==> src/rtl/bitmap_row_run_encoder_unit_defines.svh <==
// Assertion macros shared by the run encoder modules.
`ifndef BITMAP_ROW_RUN_ENCODER_UNIT_DEFINES_SVH
`define BITMAP_ROW_RUN_ENCODER_UNIT_DEFINES_SVH
`ifndef SYNTHESIS
`define BRRE_ASSERT_IMPLY(label, clk, rst_n, ante, cons) \
    label: assert property (@(posedge clk) disable iff (!rst_n) (ante) |-> (cons)) \
        else $error("assertion failed: same-cycle implication");
`define BRRE_ASSERT_NEXT(label, clk, rst_n, ante, cons) \
    label: assert property (@(posedge clk) disable iff (!rst_n) (ante) |=> (cons)) \
        else $error("assertion failed: next-cycle implication");
`else
`define BRRE_ASSERT_IMPLY(label, clk, rst_n, ante, cons)
`define BRRE_ASSERT_NEXT(label, clk, rst_n, ante, cons)
`endif
`endif

==> src/rtl/brre_pkg.sv <==
// Types and constants shared by the bitmap row run encoder.
package brre_pkg;

    localparam int DefMaxWidth = 4096;
    localparam int LaneCount   = 8;
    localparam int SlotCount   = LaneCount + 1;
    localparam int NarrowLimit = 256;
    localparam int TdataW      = 40;
    localparam int TuserW      = 2;
    localparam int CfgDataW    = 13;

    localparam logic [12:0] RowWidthReset = 13'd8;

    localparam logic KIND_RUN     = 1'b0;
    localparam logic KIND_TRAILER = 1'b1;

    localparam logic CFG_ROW_WIDTH = 1'b0;
    localparam logic CFG_NARROW    = 1'b1;

    typedef struct packed {
        logic        close;
        logic        opened;
        logic        start_ge;
        logic [11:0] start;
        logic [12:0] len;
        logic        big;
    } t_lane_rec;

    typedef struct packed {
        logic        valid;
        logic        big;
        logic [11:0] count;
    } t_trailer;

    typedef struct packed {
        logic        kind;
        logic        big;
        logic [11:0] start;
        logic [12:0] len;
        logic [11:0] count;
        logic        last;
    } t_out_rec;

endpackage

==> src/rtl/brre_lane.sv <==
// One pixel lane: finds whether a run closes at this position and its record.
module brre_lane #(
    parameter int LANE = 0,
    parameter int POS_W = 13
) (
    input  logic [brre_pkg::LaneCount:0] i_set,
    input  logic [brre_pkg::LaneCount:0] i_valid,
    input  logic                         i_in_run,
    input  logic                         i_row_end,
    input  logic [POS_W-1:0]             i_pos,
    input  logic [11:0]                  i_start,
    input  logic                         i_start_ge,
    input  logic [12:0]                  i_len,
    input  logic                         i_narrow,
    output brre_pkg::t_lane_rec          o_rec
);

    logic [brre_pkg::LaneCount:0] prev;
    logic [brre_pkg::LaneCount:0] opens;
    logic                         found;
    logic [3:0]                   last_open;
    logic [POS_W:0]               sum;
    logic [12:0]                  len;
    logic                         start_ge;

    always_comb begin
        prev[0] = i_in_run;
        for (int j = 1; j <= brre_pkg::LaneCount; j++) begin
            prev[j] = i_set[j-1];
        end
        opens = i_set & ~prev;
        found = 1'b0;
        last_open = '0;
        for (int j = 0; j < LANE; j++) begin
            if (opens[j]) begin
                found = 1'b1;
                last_open = 4'(j);
            end
        end
        sum = (POS_W+1)'(i_pos) + (POS_W+1)'(last_open);
        if (found) begin
            len = 13'(LANE) - 13'(last_open);
            start_ge = (32'(sum) >= brre_pkg::NarrowLimit);
            o_rec.start = 12'(sum);
        end else begin
            len = i_len + 13'(LANE);
            start_ge = i_start_ge;
            o_rec.start = i_start;
        end
        o_rec.close = prev[LANE] & ~i_set[LANE] & (i_valid[LANE] | i_row_end);
        o_rec.opened = opens[LANE];
        o_rec.start_ge = start_ge;
        o_rec.len = len;
        o_rec.big = i_narrow & (start_ge | (32'(len) >= brre_pkg::NarrowLimit));
    end

endmodule

==> src/rtl/brre_merge.sv <==
// Result slot and serialiser that merges the lane records into the output stream.
`include "bitmap_row_run_encoder_unit_defines.svh"
module brre_merge (
    input  logic                i_clk,
    input  logic                i_rst_n,
    input  logic                i_load,
    input  brre_pkg::t_lane_rec i_recs [brre_pkg::SlotCount],
    input  brre_pkg::t_trailer  i_trl,
    output logic                o_free,
    output logic                o_valid,
    input  logic                i_ready,
    output brre_pkg::t_out_rec  o_rec
);

    logic [brre_pkg::SlotCount-1:0] r_mask, n_mask;
    brre_pkg::t_lane_rec            r_recs [brre_pkg::SlotCount];
    brre_pkg::t_trailer             r_trl, n_trl;
    logic                           r_out_valid, n_out_valid;
    brre_pkg::t_out_rec             r_out, n_out;

    logic [brre_pkg::SlotCount-1:0] pick;
    logic [brre_pkg::SlotCount-1:0] mask_rest;
    logic [brre_pkg::SlotCount-1:0] load_mask;
    brre_pkg::t_lane_rec            head;
    logic                           slot_has;
    logic                           advance;
    logic                           pop_last;

    always_comb begin
        slot_has = (|r_mask) | r_trl.valid;
        pick = r_mask & (~r_mask + 1'b1);
        mask_rest = r_mask & ~pick;
        head = '0;
        for (int i = 0; i < brre_pkg::SlotCount; i++) begin
            if (pick[i]) begin
                head = head | r_recs[i];
            end
        end
        for (int i = 0; i < brre_pkg::SlotCount; i++) begin
            load_mask[i] = i_recs[i].close;
        end
        advance = slot_has & (~r_out_valid | i_ready);
        pop_last = (|r_mask) ? ((mask_rest == '0) & ~r_trl.valid) : 1'b1;
        o_free = ~slot_has | (advance & pop_last);

        n_mask = r_mask;
        n_trl = r_trl;
        n_out = r_out;
        n_out_valid = r_out_valid & ~i_ready;
        if (advance) begin
            n_out_valid = 1'b1;
            if (|r_mask) begin
                n_out.kind = brre_pkg::KIND_RUN;
                n_out.big = head.big;
                n_out.start = head.start;
                n_out.len = head.len;
                n_out.count = '0;
                n_mask = mask_rest;
            end else begin
                n_out.kind = brre_pkg::KIND_TRAILER;
                n_out.big = r_trl.big;
                n_out.start = '0;
                n_out.len = '0;
                n_out.count = r_trl.count;
                n_trl.valid = 1'b0;
            end
            n_out.last = pop_last;
        end
        if (i_load) begin
            n_mask = load_mask;
            n_trl = i_trl;
        end
    end

    always_ff @(posedge i_clk) begin
        if (!i_rst_n) begin
            r_mask <= '0;
            r_trl.valid <= 1'b0;
            r_out_valid <= 1'b0;
        end else begin
            r_mask <= n_mask;
            r_trl.valid <= n_trl.valid;
            r_out_valid <= n_out_valid;
        end
        r_trl.big <= n_trl.big;
        r_trl.count <= n_trl.count;
        r_out <= n_out;
        if (i_load) begin
            r_recs <= i_recs;
        end
    end

    assign o_valid = r_out_valid;
    assign o_rec = r_out;

    `BRRE_ASSERT_IMPLY(a_no_overwrite, i_clk, i_rst_n, i_load, o_free)
    `BRRE_ASSERT_IMPLY(a_trailer_last, i_clk, i_rst_n, r_out_valid && r_out.kind == brre_pkg::KIND_TRAILER, r_out.last)
    `BRRE_ASSERT_NEXT(a_trailer_held, i_clk, i_rst_n, i_load && i_trl.valid, r_trl.valid || r_out_valid)

endmodule

==> src/rtl/bitmap_row_run_encoder_unit.sv <==
// Top level of the bitmap row run encoder: row state, pixel lanes and result merge.
// A byte's results are registered in the result slot, then move one by one into the output register.
// A byte giving k results holds the result slot until its last result moves out, one result per cycle while
// the output channel is ready; eight lanes plus a row-end lane evaluate every pixel of a byte at once.
// Reset is synchronous and active low: row state and pending results are cleared, row_width
// returns to 8 and narrow_format to 0.
`include "bitmap_row_run_encoder_unit_defines.svh"
module bitmap_row_run_encoder_unit #(
    parameter int MAX_WIDTH = brre_pkg::DefMaxWidth
) (
    input  logic                          i_clk,
    input  logic                          i_rst_n,
    input  logic                          s_axis_tvalid,
    output logic                          s_axis_tready,
    input  logic [7:0]                    s_axis_tdata,  // [7:0] pixel_byte
    output logic                          m_axis_tvalid,
    input  logic                          m_axis_tready,
    output logic [brre_pkg::TdataW-1:0]   m_axis_tdata,  // run_start, run_length, run_count, pad
    output logic [brre_pkg::TuserW-1:0]   m_axis_tuser,  // record_kind, too_big
    output logic                          m_axis_tlast,
    input  logic                          i_cfg_valid,
    output logic                          o_cfg_ready,
    input  logic                          i_cfg_addr,
    input  logic [brre_pkg::CfgDataW-1:0] i_cfg_data
);

    localparam int PosW = $clog2(MAX_WIDTH + 1);

    logic [12:0]     r_row_width;
    logic            r_narrow;
    logic [PosW-1:0] r_pos, n_pos;
    logic            r_in_run, n_in_run;
    logic [11:0]     r_start, n_start;
    logic            r_start_ge, n_start_ge;
    logic [12:0]     r_len, n_len;
    logic [11:0]     r_count, n_count;

    logic [31:0]                  width32;
    logic [PosW-1:0]              width_eff;
    logic [PosW-1:0]              avail;
    logic                         row_end;
    logic [brre_pkg::LaneCount:0] valid9;
    logic [brre_pkg::LaneCount:0] set9;
    logic                         accept;
    logic [11:0]                  count_next;
    brre_pkg::t_lane_rec          lane_recs [brre_pkg::SlotCount];
    brre_pkg::t_trailer           trailer;
    brre_pkg::t_out_rec           out_rec;

    assign accept = s_axis_tvalid & s_axis_tready;
    assign o_cfg_ready = 1'b1;

    always_comb begin
        width32 = 32'(r_row_width);
        if (width32 == '0) begin
            width32 = 32'd1;
        end
        if (width32 > 32'(MAX_WIDTH)) begin
            width32 = 32'(MAX_WIDTH);
        end
        width_eff = PosW'(width32);
        avail = (r_pos < width_eff) ? (width_eff - r_pos) : '0;
        row_end = (32'(avail) <= brre_pkg::LaneCount);
        valid9[brre_pkg::LaneCount] = 1'b0;
        for (int b = 0; b < brre_pkg::LaneCount; b++) begin
            valid9[b] = (32'(avail) > b);
        end
        set9 = {1'b0, s_axis_tdata} & valid9;
    end

    for (genvar g = 0; g < brre_pkg::SlotCount; g++) begin : g_lane
        brre_lane #(
            .LANE (g),
            .POS_W(PosW)
        ) u_lane (
            .i_set     (set9),
            .i_valid   (valid9),
            .i_in_run  (r_in_run),
            .i_row_end (row_end),
            .i_pos     (r_pos),
            .i_start   (r_start),
            .i_start_ge(r_start_ge),
            .i_len     (r_len),
            .i_narrow  (r_narrow),
            .o_rec     (lane_recs[g])
        );
    end

    always_comb begin
        count_next = r_count;
        for (int i = 0; i < brre_pkg::LaneCount; i++) begin
            count_next = count_next + 12'(lane_recs[i].opened);
        end
        trailer.valid = row_end;
        trailer.count = count_next;
        trailer.big = r_narrow & (32'(count_next) >= brre_pkg::NarrowLimit);

        if (row_end) begin
            n_pos = '0;
            n_in_run = 1'b0;
            n_start = '0;
            n_start_ge = 1'b0;
            n_len = '0;
            n_count = '0;
        end else begin
            n_pos = r_pos + PosW'(brre_pkg::LaneCount);
            n_in_run = set9[brre_pkg::LaneCount-1];
            n_start = lane_recs[brre_pkg::LaneCount].start;
            n_start_ge = lane_recs[brre_pkg::LaneCount].start_ge;
            n_len = lane_recs[brre_pkg::LaneCount].len;
            n_count = count_next;
        end
    end

    always_ff @(posedge i_clk) begin
        if (!i_rst_n) begin
            r_row_width <= brre_pkg::RowWidthReset;
            r_narrow <= 1'b0;
            r_pos <= '0;
            r_in_run <= 1'b0;
            r_start <= '0;
            r_start_ge <= 1'b0;
            r_len <= '0;
            r_count <= '0;
        end else begin
            if (i_cfg_valid) begin
                case (i_cfg_addr)
                    brre_pkg::CFG_ROW_WIDTH: begin
                        r_row_width <= i_cfg_data;
                    end
                    brre_pkg::CFG_NARROW: begin
                        r_narrow <= i_cfg_data[0];
                    end
                    default: begin
                        r_narrow <= r_narrow;
                    end
                endcase
            end
            if (accept) begin
                r_pos <= n_pos;
                r_in_run <= n_in_run;
                r_start <= n_start;
                r_start_ge <= n_start_ge;
                r_len <= n_len;
                r_count <= n_count;
            end
        end
    end

    brre_merge u_merge (
        .i_clk  (i_clk),
        .i_rst_n(i_rst_n),
        .i_load (accept),
        .i_recs (lane_recs),
        .i_trl  (trailer),
        .o_free (s_axis_tready),
        .o_valid(m_axis_tvalid),
        .i_ready(m_axis_tready),
        .o_rec  (out_rec)
    );

    assign m_axis_tdata = {3'b000, out_rec.count, out_rec.len, out_rec.start};
    assign m_axis_tuser = {out_rec.big, out_rec.kind};
    assign m_axis_tlast = out_rec.last;

    `BRRE_ASSERT_NEXT(a_row_end_clears, i_clk, i_rst_n, accept && row_end, r_pos == '0 && !r_in_run && r_count == '0)

endmodule

==> config.mk <==
export PLATFORM = sky130hd
export DESIGN_NAME = bitmap_row_run_encoder_unit
export DESIGN_NICKNAME = d
export VERILOG_FILES = /design/src/rtl/brre_pkg.sv /design/src/rtl/brre_lane.sv /design/src/rtl/brre_merge.sv /design/src/rtl/bitmap_row_run_encoder_unit.sv
export VERILOG_INCLUDE_DIRS = /design/src /design/src/rtl
export SDC_FILE = /design/constraint.sdc
export NUM_CORES = 1
export LEC_CHECK = 0
export BUFFER_PORTS_ARGS = -buffer_cell sky130_fd_sc_hd__buf_2
export CAP_MARGIN = 20
export CORE_MARGIN = 5
export CORE_UTILIZATION = 55
export CTS_CLUSTER_SIZE = 10
export DETAILED_ROUTE_END_ITERATION = 8
export HOLD_SLACK_MARGIN = 0.12
export MAX_ROUTING_LAYER = met4
export PLACE_DENSITY_LB_ADDON = 0.2
export SLEW_MARGIN = 20
export SYNTH_ARGS = -nofsm -noshare
export SYNTH_HDL_FRONTEND = slang
export SYNTH_HIERARCHICAL = 1
export SYNTH_SLANG_ARGS = --single-unit
==> constraint.sdc <==
create_clock -name i_clk -period 20.2 [get_ports i_clk]
set_clock_uncertainty 0.15 [all_clocks]
set_input_delay 3.03 -clock i_clk [delete_from_list [all_inputs] [get_ports i_clk]]
set_output_delay 3.03 -clock i_clk [all_outputs]
set_load 0.03 [all_outputs]
# Word-level counts from Yosys, hierarchy flattened
# Cells that the tools add are included.
dict set report op_classes {
  n_addsub 33
  n_mul 0
  n_div 0
  order_cmp 29
  eq_ne 1
  n_shift 0
  mux 66
  bitwise 82
  n_reduce_logical 9
}
# cell count
set ops {}
lappend ops {{two-way mux 26 bit} 9}
lappend ops {{OR 26 bit} 8}
lappend ops {{two-way mux 13 bit} 13}
lappend ops {{>= comparator 13 x 9 -> 1 bit, second input constant} 10}
lappend ops {{two-way mux 12 bit} 10}
lappend ops {{>= comparator 14 x 9 -> 1 bit, second input constant} 7}
lappend ops {{adder 12 x 1 -> 12 bit} 8}
lappend ops {{adder 13 x 4 -> 14 bit} 6}
lappend ops {{adder 13 x 3 -> 13 bit, second input constant} 4}
lappend ops {{> comparator 13 x 3 -> 1 bit, second input constant} 4}
lappend ops {{two-way mux 39 bit} 1}
lappend ops {{bitwise AND 1 bit} 33}
lappend ops {{> comparator 32 x 13 -> 1 bit, second input constant} 1}
lappend ops {{two-way mux 9 bit} 3}
lappend ops {{inverter 9 bit} 3}
lappend ops {{adder 13 x 2 -> 13 bit, second input constant} 2}
lappend ops {{adder 13 x 4 -> 13 bit, second input constant} 2}
lappend ops {{> comparator 13 x 1 -> 1 bit, second input constant} 2}
lappend ops {{> comparator 13 x 2 -> 1 bit, second input constant} 2}
lappend ops {{two-way mux 1 bit} 23}
lappend ops {{OR 1 bit} 20}
lappend ops {{subtractor 3 x 4 -> 5 bit, first input constant} 4}
lappend ops {{bitwise AND 9 bit} 2}
lappend ops {{adder 13 x 3 -> 14 bit} 1}
lappend ops {{21 further kinds} 42}
dict set report totals {
  regBits 364
  latchBits 0
  ramBits 0
  rom_bits 0
  in_bits 27
  output_inout_bits 46
  word_cells 266
  memories 0
}

# Depth between registers and ports, before layout
dict set report depth {
  depth_word 22
  ltp_mapped 28
  depth_no_buf 24
}

# Hierarchy
# Netlist, hierarchy kept.
# module instances cells_per_inst area_each_um2 seq_area_each_um2
set by_module_without_submodules {}
lappend by_module_without_submodules {brre_merge 1 656 10837.9 8838.5}
lappend by_module_without_submodules {bitmap_row_run_encoder_unit 1 426 3758.6 1261.2}
lappend by_module_without_submodules {{brre_lane (g_lane[6].u_lane)} 1 153 1034.7 0.0}
lappend by_module_without_submodules {{brre_lane (g_lane[8].u_lane)} 1 151 1022.2 0.0}
lappend by_module_without_submodules {{brre_lane (g_lane[5].u_lane)} 1 149 935.9 0.0}
lappend by_module_without_submodules {{brre_lane (g_lane[7].u_lane)} 1 136 917.1 0.0}
lappend by_module_without_submodules {{brre_lane (g_lane[3].u_lane)} 1 140 858.3 0.0}
lappend by_module_without_submodules {{brre_lane (g_lane[4].u_lane)} 1 134 845.8 0.0}
lappend by_module_without_submodules {{brre_lane (g_lane[2].u_lane)} 1 127 797.0 0.0}
lappend by_module_without_submodules {{brre_lane (g_lane[1].u_lane)} 1 103 563.0 0.0}
lappend by_module_without_submodules {{brre_lane (g_lane[0].u_lane)} 1 31 229.0 0.0}

# Least setup slack after synthesis
# Ideal clock, no wire load.
dict set report synth_path {
  path_kind {input-to-reg}
  startpoint {input s_axis_tdata[2]}
  endpoint {register u_merge/r_trl[12] (netlist bit) (data pin)}
  setup_time_ns 0.264
  arrival_time_ns 7.874
  required_ns 19.786
  slack_ns 11.912
  path_stages 16
  n_path_buf 0
  path_cell_list {inv_1 -> a311oi_1 -> nor2b_1 -> inv_1 -> fa_1 -> fa_1 -> inv_1 -> fa_1 -> fa_1 -> a21o_1 -> a21oi_1 -> nand3b_1 -> nor2_1 -> xnor2_1 -> inv_1 -> o41a_1}
}
# item line
set synth_lines {}
lappend synth_lines {{start, declared} bitmap_row_run_encoder_unit.sv:15} ;# input logic [7:0] s_axis_tdata,
lappend synth_lines {{end, declared} brre_merge.sv:17} ;# brre_pkg::t_trailer r_trl, n_trl;

==> qor.yml <==
drc: 0
worst_setup_path_startpoint: "r_pos[7]"
postSynthCellCount: 2191
most_common_cell_after_layout_fill_and_taps_aside: "edfxtp_1"
worstSetupStartpointType: "flip-flop"
crit_top_cell: "inv_1"
fraction_of_power_consumed_by_the_clock_network_pct: 24.7
die_area_um2: 43500
layout.cells.most_common_list: "edfxtp_1, nor2_1, nand2_1, a21oi_1, xnor2_1"
start_util_pct: 55.9
detailed_place_hpwl_um: 38500
fmaxAchievable_ghz: 0.121
totalNegativeSetupSlack_ps: 0
track_usage_pct: 27.2
fp-row-count: 72
powerDensity_nw_per_um2: 124
setup-violations-final: 0
grt-ovfl-total: 0
areaGrowthSynthToFinish_pct: 10.0
switching_share_pct: 37.5
fp.dieH_um: 209
clk_latency_ps: 580
place_congestion: 0.921
drt-initial-drc-count: 1836
r2r-start: "r_pos[7]"
final_cell_area_um2: 23900
net-switching-power_mw: 1.11
synth.yosys.warnings: 6
wl_um: 58800
drive_gt1_share_pct: 11.5
seqPwrFrac_pct: 40.0
cts_inserted_buffers: 43
firstDrtPassIters: 8
antenna_violating_nets_post_route: 0
numClockSinks: 361
grt_max_degree: 86
number_of_nets_in_the_final_layout: 2364
report.final.slew_viol_count: 0
design.core.area_um2: 38800
postSynthAreaPerCell_um2: 9.90
cts-root-buf: "clkbuf_16"
crit_required_ps: 20370
regToRegSetupSlack_ps: 11910
cap_violations: 0
final-hold-violation-count: 0
worstMarginPinSlew_ps: 1190
routedWlPerCell_um: 20.8
static-leakage-power_nw: 8.75
antenna_found_initial: 0
instance_area_after_placement_um2: 22600
min_period_ps: 8290
timing.reg2reg.worst_path_depth: 24
grt_pass1_vias: 16226
postCtsSetupBuffers: 0
timing.hold.worst.class: "reg -> reg"
cts_hold_buffers: 0
crit_path_end_kind: "flip-flop"
vias: 17205
i_o_pin_total: 73
timing.final.crit_share_pct: 41.0
worst_path_largest_cell_delay_ps: 1010
rsz0062_at_grt: "no"
tritoncts: "yes"
critPathMaxFanout: 24
post_cts.resized_instances: 0
vdd.ir_drop.worst_uv: 92.4
ant_diodes: 0
slew_headroom_pct: 20.8
crit_path_cell_trace: "inv_1, ha_1, inv_1, a221oi_1, a22o_2, o221ai_1, inv_1, o21a_1, o21a_1, nor2b_1, fa_1, inv_1, fa_1, fa_1, inv_1, fa_1, fa_1, a21o_1, a21oi_1, nand3b_1, nor2_1, xnor2_1, inv_1, o41a_1"
crit_arrival_ps: 8460
die_w_um: 209
placement.io_buffers: 68
synthesis.area_um2: 21700
post_drt_via_cell_ratio: 6.09
worst-setup-path-type: "reg -> reg"
finalPower_mw: 2.97
clkTransAtPathRegs_ps: 50
h_tree_levels: 2
critical_path.reg2reg.endpoint: "u_merge/r_trl[12]"
slowest_stage: "dfxtp_1"
maximum_root_to_sink_buffer_count: 3
setup.worst_path.end: "u_merge/r_trl[12]"
grt_pass1_wl_um: 92000
intPower_mw: 1.85
status: "completed"
combinationalPowerShare_pct: 35.3
-- area by class of cell --
class                           count  area, um2
Fill cell                        3188      15000
Multi-Input combinational cell   1688      10900
Sequential cell                   361      10100
Clock buffer                       72       1220
Timing Repair Buffer              111        663
Tap cell                          518        648
Inverter                           71        267
Clock inverter                      5       88.8
-- critical path: cells and delay by family, from the launching register on --
kind,cells,cell delay (ps)
AOI/OAI and AO/OA,8,2740
adders and majority gates,6,2670
DFF,1,1010
buffers and inverters,6,740
and+or+nand+nor,3,520
xor gates and xnor gates,1,180
-- metal layers --
layer | up-vias | routed length [um] | global-route usage [%]
met1 | 8262 | 25100 | 37.9
li1 | 8105 | - | -
met5 | - | 0 | -
met3 | 133 | 5230 | 4.86
met4 | 0 | 1900 | 8.84
met2 | 705 | 26600 | 40.7
-- power by group through the flow --
| stage | registers, mW | logic [mW] | clock network [mW] |
|---|---|---|---|
| after floorplan | 1.28 | 0.651 | 0 |
| after global placement | 1.19 | 1.01 | 0 |
| after detailed placement | 1.20 | 1.02 | 0 |
| after CTS | 1.19 | 1.03 | 0.743 |
| after global routing | 1.21 | 1.14 | 0.775 |
| final | 1.19 | 1.05 | 0.732 |
-- worst min path at each step --
| stage | start | endpoint | slack [ps] | depth (start not counted) |
|---|---|---|---|---|
| floorplan | r_row_width[0] | r_row_width[0] | 290 | 2 |
| global placement | r_row_width[0] | r_row_width[0] | 310 | 2 |
| detailed placement | r_row_width[0] | r_row_width[0] | 310 | 2 |
| CTS | r_row_width[0] | r_row_width[0] | 320 | 2 |
| global route | r_count[8] | r_count[8] | 360 | 2 |
| finish | r_row_width[0] | r_row_width[0] | 320 | 2 |
-- state kept, by name, summed over array words and instances, names as in the netlist --
signal / cells
r_count: 12
u_merge/r_mask: 9
u_merge/r_trl: 14
r_start_ge: 1
r_pos: 10
r_narrow: 1
u_merge/o_valid: 1
r_start: 12
r_row_width: 13
u_merge/o_rec: 40
r_len: 13
u_merge/r_recs: 234
r_in_run: 1
-- through the flow --
| stage | hold slack [ps] | utilization (%) | worst slack, ps | instances |
|---|---|---|---|---|
| 3_5_place_dp | 312 | 58.1 | 11970 | 2749 |
| 4_1_cts | 319 | 61.5 | 11960 | 2826 |
| 2_1_floorplan | 293 | - | 11910 | 2245 |
| 3_3_place_gp | 312 | 58.1 | 12100 | 2749 |
| 6_report | 316 | 61.5 | 11910 | 2826 |
| 5_1_grt | 356 | 61.5 | 11350 | 2826 |
No activity file was read; power rests on OpenSTA's default activity.
